**src/rtl/core/psc_pkg.sv**
```systemverilog
// Package with the types, constants and microprogram addresses of the calculator.
`timescale 1ns / 1ps
`default_nettype none

package psc_pkg;

  localparam int STACK_DEPTH = 16;
  localparam int DATA_W      = 32;
  localparam int KIND_W      = 3;
  localparam int DEPTH_OUT_W = 5;
  localparam int PTR_W       = (STACK_DEPTH > 1) ? $clog2(STACK_DEPTH) : 1;
  localparam int CNT_W       = $clog2(STACK_DEPTH + 1);
  localparam int DIV_CNT_W   = $clog2(DATA_W + 1);
  localparam int UPC_W       = 4;

  typedef enum logic [KIND_W-1:0] {
    KIND_NUM   = 3'd0,
    KIND_ADD   = 3'd1,
    KIND_SUB   = 3'd2,
    KIND_MUL   = 3'd3,
    KIND_DIV   = 3'd4,
    KIND_CLEAR = 3'd5,
    KIND_NOP6  = 3'd6,
    KIND_NOP7  = 3'd7
  } kind_e;

  typedef enum logic [1:0] {
    ST_OK    = 2'd0,
    ST_DIV0  = 2'd1,
    ST_UNDER = 2'd2,
    ST_OVER  = 2'd3
  } status_e;

  typedef enum logic [3:0] {
    ACT_NONE,
    ACT_PUSH,
    ACT_CLEAR,
    ACT_READ,
    ACT_ALU,
    ACT_DIV_START,
    ACT_DIV_LOAD,
    ACT_ZERO,
    ACT_WRITE,
    ACT_EMIT
  } act_e;

  typedef enum logic [3:0] {
    COND_NEXT,
    COND_JUMP,
    COND_DISPATCH,
    COND_FULL,
    COND_UNDER,
    COND_IS_DIV,
    COND_DIV_ZERO,
    COND_WAIT_DIV,
    COND_WAIT_OUT
  } cond_e;

  localparam logic [UPC_W-1:0] UPC_IDLE     = 4'd0;
  localparam logic [UPC_W-1:0] UPC_NUM      = 4'd1;
  localparam logic [UPC_W-1:0] UPC_PUSH     = 4'd2;
  localparam logic [UPC_W-1:0] UPC_OP       = 4'd3;
  localparam logic [UPC_W-1:0] UPC_OP_SEL   = 4'd4;
  localparam logic [UPC_W-1:0] UPC_ALU      = 4'd5;
  localparam logic [UPC_W-1:0] UPC_DIV_CHK  = 4'd6;
  localparam logic [UPC_W-1:0] UPC_DIV_WAIT = 4'd7;
  localparam logic [UPC_W-1:0] UPC_DIV_ZERO = 4'd8;
  localparam logic [UPC_W-1:0] UPC_WRITE    = 4'd9;
  localparam logic [UPC_W-1:0] UPC_CLEAR    = 4'd10;
  localparam logic [UPC_W-1:0] UPC_EMIT     = 4'd11;
  localparam logic [UPC_W-1:0] UPC_OVER     = 4'd12;
  localparam logic [UPC_W-1:0] UPC_UNDER    = 4'd13;

  typedef struct packed {
    act_e             act;
    cond_e            cond;
    logic [UPC_W-1:0] target;
    logic             set_status;
    status_e          status;
  } ctrl_t;

  typedef struct packed {
    logic full;
    logic under;
    logic div_zero;
    logic is_div;
    logic div_busy;
    logic out_free;
  } flags_t;

  function automatic logic [UPC_W-1:0] dispatch(input logic [KIND_W-1:0] kind);
    logic [UPC_W-1:0] upc;
    unique case (kind_e'(kind))
      KIND_NUM:                             upc = UPC_NUM;
      KIND_ADD, KIND_SUB, KIND_MUL, KIND_DIV: upc = UPC_OP;
      KIND_CLEAR:                           upc = UPC_CLEAR;
      default:                              upc = UPC_EMIT;
    endcase
    return upc;
  endfunction

endpackage

`default_nettype wire

```
**src/rtl/core/psc_ucode_rom.sv**
```systemverilog
// Microcode ROM that holds one control word for each step of the program.
`timescale 1ns / 1ps
`default_nettype none

module psc_ucode_rom (
  input  logic [psc_pkg::UPC_W-1:0] upc_i,
  output psc_pkg::ctrl_t            ctrl_o
);
  import psc_pkg::*;

  always_comb begin
    unique case (upc_i)
      UPC_IDLE:     ctrl_o = '{ACT_NONE,      COND_DISPATCH, UPC_IDLE,     1'b0, ST_OK};
      UPC_NUM:      ctrl_o = '{ACT_NONE,      COND_FULL,     UPC_OVER,     1'b0, ST_OK};
      UPC_PUSH:     ctrl_o = '{ACT_PUSH,      COND_JUMP,     UPC_EMIT,     1'b0, ST_OK};
      UPC_OP:       ctrl_o = '{ACT_READ,      COND_UNDER,    UPC_UNDER,    1'b0, ST_OK};
      UPC_OP_SEL:   ctrl_o = '{ACT_NONE,      COND_IS_DIV,   UPC_DIV_CHK,  1'b0, ST_OK};
      UPC_ALU:      ctrl_o = '{ACT_ALU,       COND_JUMP,     UPC_WRITE,    1'b0, ST_OK};
      UPC_DIV_CHK:  ctrl_o = '{ACT_DIV_START, COND_DIV_ZERO, UPC_DIV_ZERO, 1'b0, ST_OK};
      UPC_DIV_WAIT: ctrl_o = '{ACT_DIV_LOAD,  COND_WAIT_DIV, UPC_WRITE,    1'b0, ST_OK};
      UPC_DIV_ZERO: ctrl_o = '{ACT_ZERO,      COND_NEXT,     UPC_WRITE,    1'b1, ST_DIV0};
      UPC_WRITE:    ctrl_o = '{ACT_WRITE,     COND_JUMP,     UPC_EMIT,     1'b0, ST_OK};
      UPC_CLEAR:    ctrl_o = '{ACT_CLEAR,     COND_JUMP,     UPC_EMIT,     1'b0, ST_OK};
      UPC_EMIT:     ctrl_o = '{ACT_EMIT,      COND_WAIT_OUT, UPC_IDLE,     1'b0, ST_OK};
      UPC_OVER:     ctrl_o = '{ACT_NONE,      COND_JUMP,     UPC_EMIT,     1'b1, ST_OVER};
      UPC_UNDER:    ctrl_o = '{ACT_NONE,      COND_JUMP,     UPC_EMIT,     1'b1, ST_UNDER};
      default:      ctrl_o = '{ACT_NONE,      COND_JUMP,     UPC_IDLE,     1'b0, ST_OK};
    endcase
  end

endmodule

`default_nettype wire

```
**src/rtl/core/psc_sequencer.sv**
```systemverilog
// Step counter of the microprogram with its dispatch and conditional jumps.
`timescale 1ns / 1ps
`default_nettype none

module psc_sequencer (
  input  logic                       clk_i,
  input  logic                       rst_ni,
  input  logic                       in_accept_i,
  input  logic [psc_pkg::KIND_W-1:0] kind_i,
  input  psc_pkg::ctrl_t             ctrl_i,
  input  psc_pkg::flags_t            flags_i,
  output logic [psc_pkg::UPC_W-1:0]  upc_o,
  output logic                       idle_o
);
  import psc_pkg::*;

  logic [UPC_W-1:0] upc_q, upc_d, upc_inc;

  assign upc_inc = upc_q + UPC_W'(1);

  always_comb begin
    upc_d = upc_q;
    unique case (ctrl_i.cond)
      COND_NEXT:     upc_d = upc_inc;
      COND_JUMP:     upc_d = ctrl_i.target;
      COND_DISPATCH: upc_d = in_accept_i ? dispatch(kind_i) : upc_q;
      COND_FULL:     upc_d = flags_i.full ? ctrl_i.target : upc_inc;
      COND_UNDER:    upc_d = flags_i.under ? ctrl_i.target : upc_inc;
      COND_IS_DIV:   upc_d = flags_i.is_div ? ctrl_i.target : upc_inc;
      COND_DIV_ZERO: upc_d = flags_i.div_zero ? ctrl_i.target : upc_inc;
      COND_WAIT_DIV: upc_d = flags_i.div_busy ? upc_q : ctrl_i.target;
      COND_WAIT_OUT: upc_d = flags_i.out_free ? ctrl_i.target : upc_q;
      default:       upc_d = UPC_IDLE;
    endcase
  end

  always_ff @(posedge clk_i or negedge rst_ni) begin
    if (!rst_ni) begin
      upc_q <= UPC_IDLE;
    end else begin
      upc_q <= upc_d;
    end
  end

  assign upc_o  = upc_q;
  assign idle_o = (upc_q == UPC_IDLE);

endmodule

`default_nettype wire

```
**src/rtl/core/psc_divider.sv**
```systemverilog
// Iterative signed divider that produces one quotient bit per cycle.
`timescale 1ns / 1ps
`default_nettype none

module psc_divider (
  input  logic                       clk_i,
  input  logic                       rst_ni,
  input  logic                       start_i,
  input  logic [psc_pkg::DATA_W-1:0] dividend_i,
  input  logic [psc_pkg::DATA_W-1:0] divisor_i,
  output logic                       busy_o,
  output logic [psc_pkg::DATA_W-1:0] quotient_o
);
  import psc_pkg::*;

  logic                 busy_q;
  logic [DIV_CNT_W-1:0] cnt_q;
  logic                 neg_q;
  logic [DATA_W-1:0]    rem_q, quot_q, dvsr_q;
  logic [DATA_W-1:0]    rem_sh;
  logic [DATA_W:0]      diff;

  assign rem_sh = {rem_q[DATA_W-2:0], quot_q[DATA_W-1]};
  assign diff   = {1'b0, rem_sh} - {1'b0, dvsr_q};

  always_ff @(posedge clk_i or negedge rst_ni) begin
    if (!rst_ni) begin
      busy_q <= 1'b0;
      cnt_q  <= '0;
    end else if (start_i) begin
      busy_q <= 1'b1;
      cnt_q  <= DIV_CNT_W'(DATA_W);
    end else if (busy_q) begin
      cnt_q <= cnt_q - DIV_CNT_W'(1);
      if (cnt_q == DIV_CNT_W'(1)) begin
        busy_q <= 1'b0;
      end
    end
  end

  always_ff @(posedge clk_i) begin
    if (start_i) begin
      rem_q  <= '0;
      quot_q <= dividend_i[DATA_W-1] ? (DATA_W'(0) - dividend_i) : dividend_i;
      dvsr_q <= divisor_i[DATA_W-1] ? (DATA_W'(0) - divisor_i) : divisor_i;
      neg_q  <= dividend_i[DATA_W-1] ^ divisor_i[DATA_W-1];
    end else if (busy_q) begin
      if (!diff[DATA_W]) begin
        rem_q  <= diff[DATA_W-1:0];
        quot_q <= {quot_q[DATA_W-2:0], 1'b1};
      end else begin
        rem_q  <= rem_sh;
        quot_q <= {quot_q[DATA_W-2:0], 1'b0};
      end
    end
  end

  assign busy_o     = busy_q;
  assign quotient_o = neg_q ? (DATA_W'(0) - quot_q) : quot_q;

endmodule

`default_nettype wire

```
**src/rtl/core/psc_datapath.sv**
```systemverilog
// Datapath with the operand stack memory, cached top, arithmetic and output register.
`timescale 1ns / 1ps
`default_nettype none

module psc_datapath (
  input  logic                            clk_i,
  input  logic                            rst_ni,
  input  logic                            in_accept_i,
  input  logic [psc_pkg::KIND_W-1:0]      kind_i,
  input  logic [psc_pkg::DATA_W-1:0]      value_i,
  input  psc_pkg::ctrl_t                  ctrl_i,
  output psc_pkg::flags_t                 flags_o,
  input  logic                            out_stall_i,
  output logic                            out_valid_o,
  output logic [psc_pkg::DATA_W-1:0]      top_value_o,
  output logic [psc_pkg::DEPTH_OUT_W-1:0] stack_depth_o,
  output logic [1:0]                      status_o
);
  import psc_pkg::*;

  logic [DATA_W-1:0] stack_mem [STACK_DEPTH];

  logic [KIND_W-1:0]      kind_q;
  logic [DATA_W-1:0]      value_q, top_q, rd_q, res_q;
  logic [CNT_W-1:0]       count_q, count_m2;
  status_e                status_q;
  logic                   out_valid_q;
  logic [DATA_W-1:0]      out_top_q;
  logic [DEPTH_OUT_W-1:0] out_depth_q;
  status_e                out_status_q;

  logic                   out_free, emit;
  logic                   mem_we;
  logic [PTR_W-1:0]       mem_waddr;
  logic [DATA_W-1:0]      mem_wdata;
  logic [DATA_W-1:0]      mul_lo;
  logic [DATA_W-1:0]      alu_res;
  logic                   div_busy;
  logic [DATA_W-1:0]      div_quot;

  assign count_m2 = count_q - CNT_W'(2);
  assign out_free = !out_valid_q || !out_stall_i;
  assign emit     = (ctrl_i.act == ACT_EMIT) && out_free;

  assign mem_we    = (ctrl_i.act == ACT_PUSH) || (ctrl_i.act == ACT_WRITE);
  assign mem_waddr = (ctrl_i.act == ACT_PUSH) ? count_q[PTR_W-1:0] : count_m2[PTR_W-1:0];
  assign mem_wdata = (ctrl_i.act == ACT_PUSH) ? value_q : res_q;

  always_ff @(posedge clk_i) begin
    if (mem_we) begin
      stack_mem[mem_waddr] <= mem_wdata;
    end
    if (ctrl_i.act == ACT_READ) begin
      rd_q <= stack_mem[count_m2[PTR_W-1:0]];
    end
  end

  assign mul_lo = rd_q * top_q;

  always_comb begin
    unique case (kind_e'(kind_q))
      KIND_ADD: alu_res = rd_q + top_q;
      KIND_SUB: alu_res = rd_q - top_q;
      KIND_MUL: alu_res = mul_lo;
      default:  alu_res = '0;
    endcase
  end

  psc_divider u_divider (
    .clk_i      (clk_i),
    .rst_ni     (rst_ni),
    .start_i    (ctrl_i.act == ACT_DIV_START),
    .dividend_i (rd_q),
    .divisor_i  (top_q),
    .busy_o     (div_busy),
    .quotient_o (div_quot)
  );

  always_ff @(posedge clk_i or negedge rst_ni) begin
    if (!rst_ni) begin
      count_q     <= '0;
      out_valid_q <= 1'b0;
    end else begin
      unique case (ctrl_i.act)
        ACT_PUSH:  count_q <= count_q + CNT_W'(1);
        ACT_WRITE: count_q <= count_q - CNT_W'(1);
        ACT_CLEAR: count_q <= '0;
        default:   count_q <= count_q;
      endcase
      if (emit) begin
        out_valid_q <= 1'b1;
      end else if (!out_stall_i) begin
        out_valid_q <= 1'b0;
      end
    end
  end

  always_ff @(posedge clk_i) begin
    if (in_accept_i) begin
      kind_q   <= kind_i;
      value_q  <= value_i;
      status_q <= ST_OK;
    end else if (ctrl_i.set_status) begin
      status_q <= ctrl_i.status;
    end
    unique case (ctrl_i.act)
      ACT_PUSH:     top_q <= value_q;
      ACT_WRITE:    top_q <= res_q;
      ACT_ALU:      res_q <= alu_res;
      ACT_ZERO:     res_q <= '0;
      ACT_DIV_LOAD: res_q <= div_busy ? res_q : div_quot;
      default:      res_q <= res_q;
    endcase
    if (emit) begin
      out_top_q    <= (count_q == '0) ? '0 : top_q;
      out_depth_q  <= DEPTH_OUT_W'(count_q);
      out_status_q <= status_q;
    end
  end

  assign flags_o.full     = (count_q == CNT_W'(STACK_DEPTH));
  assign flags_o.under    = (count_q < CNT_W'(2));
  assign flags_o.div_zero = (top_q == '0);
  assign flags_o.is_div   = (kind_e'(kind_q) == KIND_DIV);
  assign flags_o.div_busy = div_busy;
  assign flags_o.out_free = out_free;

  assign out_valid_o   = out_valid_q;
  assign top_value_o   = out_top_q;
  assign stack_depth_o = out_depth_q;
  assign status_o      = out_status_q;

endmodule

`default_nettype wire

```
**src/rtl/core/postfix_stack_calculator.sv**
```systemverilog
// Top level of the microcoded postfix calculator.
// A word is taken only while the sequencer rests at its idle step; it then runs one microprogram.
// Arithmetic words read the operand below the top, then run the ALU or the divider before the write-back.
// A divide waits in its wait step while the divider is busy; a divide by zero writes zero instead.
// The next word is taken only after the emit step, which also waits while the sink stalls the output.
// Reset empties the stack at once; stack entries are not cleared and need no sweep.
`timescale 1ns / 1ps
`default_nettype none

module postfix_stack_calculator (
  input  logic                            clk_i,
  input  logic                            rst_ni,
  input  logic                            in_valid_i,
  output logic                            in_stall_o,
  input  logic [psc_pkg::KIND_W-1:0]      kind_i,
  input  logic signed [psc_pkg::DATA_W-1:0] value_i,
  output logic                            out_valid_o,
  input  logic                            out_stall_i,
  output logic signed [psc_pkg::DATA_W-1:0] top_value_o,
  output logic [psc_pkg::DEPTH_OUT_W-1:0] stack_depth_o,
  output logic [1:0]                      status_o
);
  import psc_pkg::*;

  logic             idle, in_accept;
  logic [UPC_W-1:0] upc;
  ctrl_t            ctrl;
  flags_t           flags;
  logic [DATA_W-1:0] top_raw;

  assign in_stall_o = !idle;
  assign in_accept  = in_valid_i && idle;

  psc_ucode_rom u_rom (
    .upc_i  (upc),
    .ctrl_o (ctrl)
  );

  psc_sequencer u_seq (
    .clk_i       (clk_i),
    .rst_ni      (rst_ni),
    .in_accept_i (in_accept),
    .kind_i      (kind_i),
    .ctrl_i      (ctrl),
    .flags_i     (flags),
    .upc_o       (upc),
    .idle_o      (idle)
  );

  psc_datapath u_dp (
    .clk_i         (clk_i),
    .rst_ni        (rst_ni),
    .in_accept_i   (in_accept),
    .kind_i        (kind_i),
    .value_i       (value_i),
    .ctrl_i        (ctrl),
    .flags_o       (flags),
    .out_stall_i   (out_stall_i),
    .out_valid_o   (out_valid_o),
    .top_value_o   (top_raw),
    .stack_depth_o (stack_depth_o),
    .status_o      (status_o)
  );

  assign top_value_o = top_raw;

endmodule

`default_nettype wire

```
**config.mk**
```make
export PLATFORM = sky130hd
export DESIGN_NAME = postfix_stack_calculator
export DESIGN_NICKNAME = d
export VERILOG_FILES = /design/src/rtl/core/psc_pkg.sv /design/src/rtl/core/psc_ucode_rom.sv /design/src/rtl/core/psc_sequencer.sv /design/src/rtl/core/psc_divider.sv /design/src/rtl/core/psc_datapath.sv /design/src/rtl/core/postfix_stack_calculator.sv
export SDC_FILE = /design/constraint.sdc
export NUM_CORES = 2
export LEC_CHECK = 0
export ABC_CLOCK_PERIOD_IN_PS = 9700
export BUFFER_PORTS_ARGS = -buffer_cell sky130_fd_sc_hd__buf_2
export CAP_MARGIN = 20
export CELL_PAD_IN_SITES_DETAIL_PLACEMENT = 1
export CELL_PAD_IN_SITES_GLOBAL_PLACEMENT = 2
export CORE_MARGIN = 3
export CORE_UTILIZATION = 45
export DETAILED_ROUTE_END_ITERATION = 7
export MAX_ROUTING_LAYER = met4
export PLACE_DENSITY_LB_ADDON = 0.1
export SYNTH_ARGS = -nofsm -noshare
export SYNTH_HDL_FRONTEND = slang
export SYNTH_HIERARCHICAL = 1
export SYNTH_SLANG_ARGS = --single-unit
```
**constraint.sdc**
```tcl
create_clock -name clk_i -period 9.7 [get_ports clk_i]
set_clock_uncertainty 0.15 [all_clocks]
set_input_delay 0.485 -clock clk_i [delete_from_list [all_inputs] [get_ports clk_i]]
set_output_delay 0.485 -clock clk_i [all_outputs]
set_load 0.03 [all_outputs]
```
Word level (Yosys, flattened, before mapping)
Memory sizes are Yosys's and may differ from the RTL's. A register that Yosys moved wholly into a read port is not among the register bits.
Index checks and enable logic that the tools add are counted.
{ "word_totals": {"memories": 2, "input_bits": 39, "romBits": 240, "register_bits": 253, "ramBits": 512} }
{ "classes": {"mux": 32, "multipliers": 1, "order_cmp": 1, "n_reduce_logical": 19, "eq_ne": 33, "bitwise": 1, "addsub": 11} }
{ "mem_list": {"columns": ["name", "depth", "width", "read_ports", "rd_ports_with_merged_regs", "write_ports", "line", "text"], "rows": [
  ["u_dp.stack_mem", 16, 32, 1, 1, 1, "psc_datapath.sv:21", "logic [DATA_W-1:0] stack_mem [STACK_DEPTH];"],
  ["(no name shown)", 16, 15, 1, 0, 0, "psc_ucode_rom.sv:12", "unique case (upc_i)"]
]} }
{ "ops": {"columns": ["cell", "n"], "rows": [
  ["2-to-1 mux 32 bit", 6],
  ["case mux 32 bit (3 select lines)", 2],
  ["subtractor 1 x 32 -> 32 bit (first input constant)", 3],
  ["case mux 32 bit (2 select lines)", 1],
  ["2-to-1 mux 31 bit", 2],
  ["case mux 4 bit (9 select lines)", 1],
  ["subtractor 32 x 32 -> 33 bit", 1],
  ["adder 32 bit", 1],
  ["equality test 4 x 3 -> 1 bit (second input constant)", 8],
  ["zero test 32 bit", 1],
  ["multiplier 32 x 32 -> 32 bit", 1],
  ["2-to-1 mux 4 bit", 8],
  ["subtractor 32 bit", 1],
  ["equality test 4 x 2 -> 1 bit (second input constant)", 4],
  ["case mux 5 bit (3 select lines)", 1],
  ["equality test 3 x 2 -> 1 bit (second input constant)", 4],
  ["equality test 4 bit (second input constant)", 3],
  ["2-to-1 mux 6 bit", 2],
  ["case mux 4 bit (3 select lines)", 1],
  ["equality test 3 bit (second input constant)", 3],
  ["equality test 4 x 1 -> 1 bit (second input constant)", 2],
  ["zero test 4 bit", 2],
  ["2-to-1 mux 1 bit", 8],
  ["equality test 3 x 1 -> 1 bit (second input constant)", 2],
  ["other kinds (21)", 30]
]} }

Depth between registers and ports, before layout
{ "depth": {"word_depth": 5, "mapped_depth": 27, "depth_no_buf": 25} }

Hierarchy
The synthesis kept the hierarchy.
{ "by_module_without_submodules": {"columns": ["mod", "area_each_um2", "cells_per_inst", "n_inst", "seq_area_each_um2"], "rows": [
  ["psc_datapath", 44722.9, 3418, 1, 20669.8],
  ["psc_divider", 7771.2, 909, 1, 2747.6],
  ["psc_sequencer", 481.7, 64, 1, 100.1],
  ["psc_ucode_rom", 310.3, 43, 1, 0.0],
  ["postfix_stack_calculator", 10.0, 2, 1, 0.0]
]} }

Worst setup path before layout
No wires, ideal clock.
{ "synth_timing": {"path_type": "flip-flop to flip-flop", "from": "reg u_dp.top_q[6]", "to": "reg u_dp.res_q[29], data pin", "path_slack_ns": 2.219, "t_arrival_ns": 7.070, "path_stages_with_launch": 25, "period_less_slack_ns": 7.481, "setup_ns": 0.261, "required_ns": 9.289, "n_path_buf": 2, "path_cell_list": "edfxtp_1 clkbuf_1 clkbuf_1 and2_1 fa_1 fa_1 fa_1 inv_1 fa_1 inv_1 fa_1 inv_1 fa_1 inv_1 fa_1 fa_1 ha_1 and3_1 nand4_1 or4_1 o2111a_1 o21ai_0 xnor2_1 nor2_1 a221o_1"} }
{ "synth_between": {"elab_chain_cells": 3} }
{ "synth_rtl": {"columns": ["item", "line", "text"], "rows": [
  ["from (decl)", "psc_datapath.sv:24", "logic [DATA_W-1:0] value_q, top_q, rd_q, res_q;"],
  ["from (signal assigned)", "psc_datapath.sv:107", "ACT_PUSH: top_q <= value_q;"],
  ["from (signal assigned)", "psc_datapath.sv:108", "ACT_WRITE: top_q <= res_q;"],
  ["multiplier 32 x 32 -> 32 bit, or another cell as far along", "psc_datapath.sv:58", "assign mul_lo = rd_q * top_q;"],
  ["case mux 32 bit (3 select lines) (*)", "psc_datapath.sv:61", "unique case (kind_e'(kind_q))"],
  ["case mux 32 bit (3 select lines) (*)", "psc_datapath.sv:106", "unique case (ctrl_i.act)"],
  ["to (signal assigned)", "psc_datapath.sv:109", "ACT_ALU: res_q <= alu_res;"],
  ["to (signal assigned)", "psc_datapath.sv:111", "ACT_DIV_LOAD: res_q <= div_busy ? res_q : div_quot;"],
  ["to (signal assigned)", "psc_datapath.sv:112", "default: res_q <= res_q;"],
  ["to (decl)", "psc_datapath.sv:24", null]
]} }
Every way passes the cells marked *; elsewhere a longest branch is shown, timed or not.
A chain may end at the register's enable or synchronous reset.

Worst setup path after layout
{ "layout_timing": {"from": "reg u_dp.rd_q[11] (read register of u_dp.stack_mem)", "to": "reg u_dp.res_q[31], data pin"} }
{ "layout_between": {"elab_chain_cells": 3} }
{ "layout_rtl": {"columns": ["item", "line"], "rows": [
  ["from (decl)", "psc_datapath.sv:24"],
  ["multiplier 32 x 32 -> 32 bit, or another cell as far along", "psc_datapath.sv:58"],
  ["case mux 32 bit (3 select lines) (*)", "psc_datapath.sv:61"],
  ["case mux 32 bit (3 select lines) (*)", "psc_datapath.sv:106"]
]} }
Marks and branches as above.

==> flow_summary.ini <==
[final_layout]
layout.nets = 5192
area.growth.synth_to_final_pct = 11.02
drive_above_1_share_pct = 12.02
fill_cells = 11970

[synth]
yosys-top-cells-area = edfxtp_1 (42%), fa_1 (15%), mux4_2 (6.8%)
seq_area_frac_synth_pct = 44.13
yosysMostFrequentCell = edfxtp_1
synthesis.area_mm2 = 0.05330
dominantRegCellSynth = edfxtp_1
yosys.area.top_type = edfxtp_1
async_flop_share_pct = 2.133
synth.top_cell.area_share_pct = 42.09
synthCells = 4436
synth_cell_types = 90
yosys-top-cells-count = edfxtp_1 (747), nand2_1 (569), inv_1 (467)
synth_nets = 5092
yosysWarningCount = 6
ys_ff_latch = 797
avgSynthCellArea_um2 = 12.01
synth_edf_count = 747

[die]
die_area_mm2 = 0.1226
die_x_um = 350.1
initial_core_util_pct = 45.62
coreArea_mm2 = 0.1168
std_cell_rows = 125
io_pins = 80
die_y_um = 350.1

[cts]
clk_pin_slew_ns = 0.06
clkLatencyLatePin_ns = 0.71
cts_root_buffer = clkbuf_16
clock_sinks = 797
cts_setup_buffers = 0
numCtsBuffers = 89
htree_levels = 3
cts_tree = built
cts_buffer_depth = 3

[setup_path]
path_common_cell = fa_1
path_class = reg2reg
cp.depth = 20
path_cells = and2_1 > fa_1 > fa_1 > fa_1 > inv_1 > fa_1 > inv_1 > fa_1 > fa_1 > fa_1 > fa_1 > ha_1 > and3_1 > nand4_1 > or4_1 > o2111a_1 > nor3b_1 > nor3b_1 > xnor2_1 > o211ai_1
cp_num_buf_inv = 2
critical_path_peak_fanout = 16
worstPathArrival_ns = 8.61
worst_path_dominant_cell_family = adder cells
start_kind = flip-flop
rr_startpoint = u_dp/rd_q[11]
critPathRequiredTime_ns = 9.96
r2r_cells = 20
max_stage_delay_ns = 0.95
crit_start = u_dp/rd_q[11]
end_kind = flip-flop
cpMaxStageDelayCell = edfxtp_1

[grt]
overflow = 0
track_usage_pct = 28.88
grt_max_degree = 88
grt_pass1_wl_mm = 253.1
antenna_found_initial = 10
grt_pass1_vias = 37860

[detailed_routing]
dr_wl_met3_mm = 7.683
wl_met2_mm = 82.06
totalWireLength_mm = 167.6
wire_per_inst_um = 27.33
dr.first_iter.drc_count = 2567
drt_pre_antenna_iters = 5
route.detailed.drc = 0
viasPerCell = 5.750
highest_layer = met4
wl_met1_mm = 73.45
vias = 35260
postRouteAntennaNets = 0

[sta]
period_share_pct = 86.11
setup_viol = 0
timing.fmax_ghz = 0.1197
setup_tns_ns = 0
drv_slew = 0
period_needed_ns = 8.353
worst_pin_slew_ns = 1.193
rsz0062_at_grt = no
hold_violations = 0
slew_headroom_pct = 20.16

[flow_run]
drv_cap = 0

[status]
outcome = finished clean

[placed_design]
dp_hpwl_mm = 117.8
place.gp.congestion = 0.9246
io_buffers = 79

[hold_path]
min_path_type = in2async
state kept, by name, summed over array words and instances (netlist names), 32 cells and up:
name	flops
u_dp/u_divider/dvsr_q	32
u_dp/u_divider/quot_q	32
u_dp/res_q	32
u_dp/stack_mem	512
u_dp/top_value_o	32
u_dp/value_q	32
u_dp/top_q	32
u_dp/rd_q	32
logic make-up after synthesis:
| group | after synthesis | share of synthesized area (%) |
|---|---|---|
| adder cells (fa/ha/maj) | 617 | 20.27 |
| flip-flops | 797 | 44.13 |
| buffers and inverters | 700 | 5.003 |
| multiplexers | 180 | 7.179 |
| XOR/XNOR | 255 | 4.226 |
| AO/OA/AOI/OAI | 543 | 6.792 |
| AND/OR/NAND/NOR | 1344 | 12.40 |
through the flow:
stage	instance area (µm²)	setup slack (ns)	std cells	hold WS, ns	util [%]
final	59170	1.347	6132	0.1259	50.65
after global routing	59160	1.123	6129	0.1386	50.64
after CTS	59130	1.425	6124	0.08556	50.61
after detailed placement	55840	1.498	5931	0.2665	47.80
after global placement	55840	1.520	5931	0.2820	47.80
after floorplan	53300	2.219	4436	0.03941	-
routing by layer:
metal | global-route usage (%) | vias to the layer above
met1 | 38.62 | 18690
met3 | 3.523 | 213
met4 | 7.484 | 0
met2 | 47.11 | 864
met5 | - | -
li1 | - | 15500
cells in the final DEF, fill, tap and decap left out, types with 15 or more instances in the layout:
| master | netlist | layout |
|---|---|---|
| edfxtp_1 | 747 | 747 |
| nand2_1 | 569 | 569 |
| inv_1 | 467 | 467 |
| fa_1 | 411 | 411 |
| and2_1 | 315 | 314 |
| ha_1 | 206 | 205 |
| nor2_1 | 179 | 162 |
| xnor2_1 | 162 | 162 |
| mux4_2 | 160 | 160 |
| a21oi_1 | 147 | 145 |
| buf_4 | 4 | 121 |
| o21ai_0 | 117 | 116 |
| xor2_1 | 92 | 91 |
| clkbuf_16 | 0 | 89 |
| buf_2 | 7 | 79 |
| nor2b_1 | 48 | 48 |
| o31ai_1 | 39 | 39 |
| dlygate4sd3_1 | 0 | 37 |
| nor3_1 | 38 | 37 |
| nand2b_1 | 36 | 36 |
| dfxtp_1 | 33 | 33 |
| a21o_1 | 31 | 31 |
| o21a_1 | 26 | 26 |
| or3_1 | 25 | 25 |
| a311oi_1 | 24 | 24 |
| nand3_1 | 23 | 23 |
| clkbuf_1 | 209 | 21 |
| o41ai_1 | 18 | 18 |
| a221oi_1 | 17 | 17 |
| nor2_4 | 0 | 17 |
| clkinv_1 | 1 | 16 |
| and3_1 | 17 | 16 |
| a31oi_1 | 15 | 15 |
final cells by class:
class	instances	area [µm²]	share of cell area (%)
multi-input combinational	2939	27310	46.15
clock inverter	44	578.1	0.9769
antenna	7	17.52	0.02960
sequential	797	23530	39.76
inverter	469	1760	2.975
timing repair buffer	240	1742	2.943
clock buffer	112	2333	3.944
tap	1524	1907	3.223
what timing repair did:
| item | in CTS | in global routing |
|---|---|---|
| gates resized for setup | 0 | 0 |
| hold buffers | 37 | 0 |
| hold endpoints to repair | 59 | 0 |
final timing paths:
path	endpoint	slack (ns)
max	u_dp/res_q[31]	1.35
min	u_dp/count_q[0]	0.13
max reg2reg	u_dp/res_q[31]	1.35
min reg2reg	u_dp/status_o[0]	0.29
max in group asynchronous	u_dp/u_divider/busy_o	8.87
min in group clk_i	u_dp/status_o[0]	0.29
Power is not shown: default switching activity piles up to over one toggle a cycle in this logic, so the estimate is an artifact.
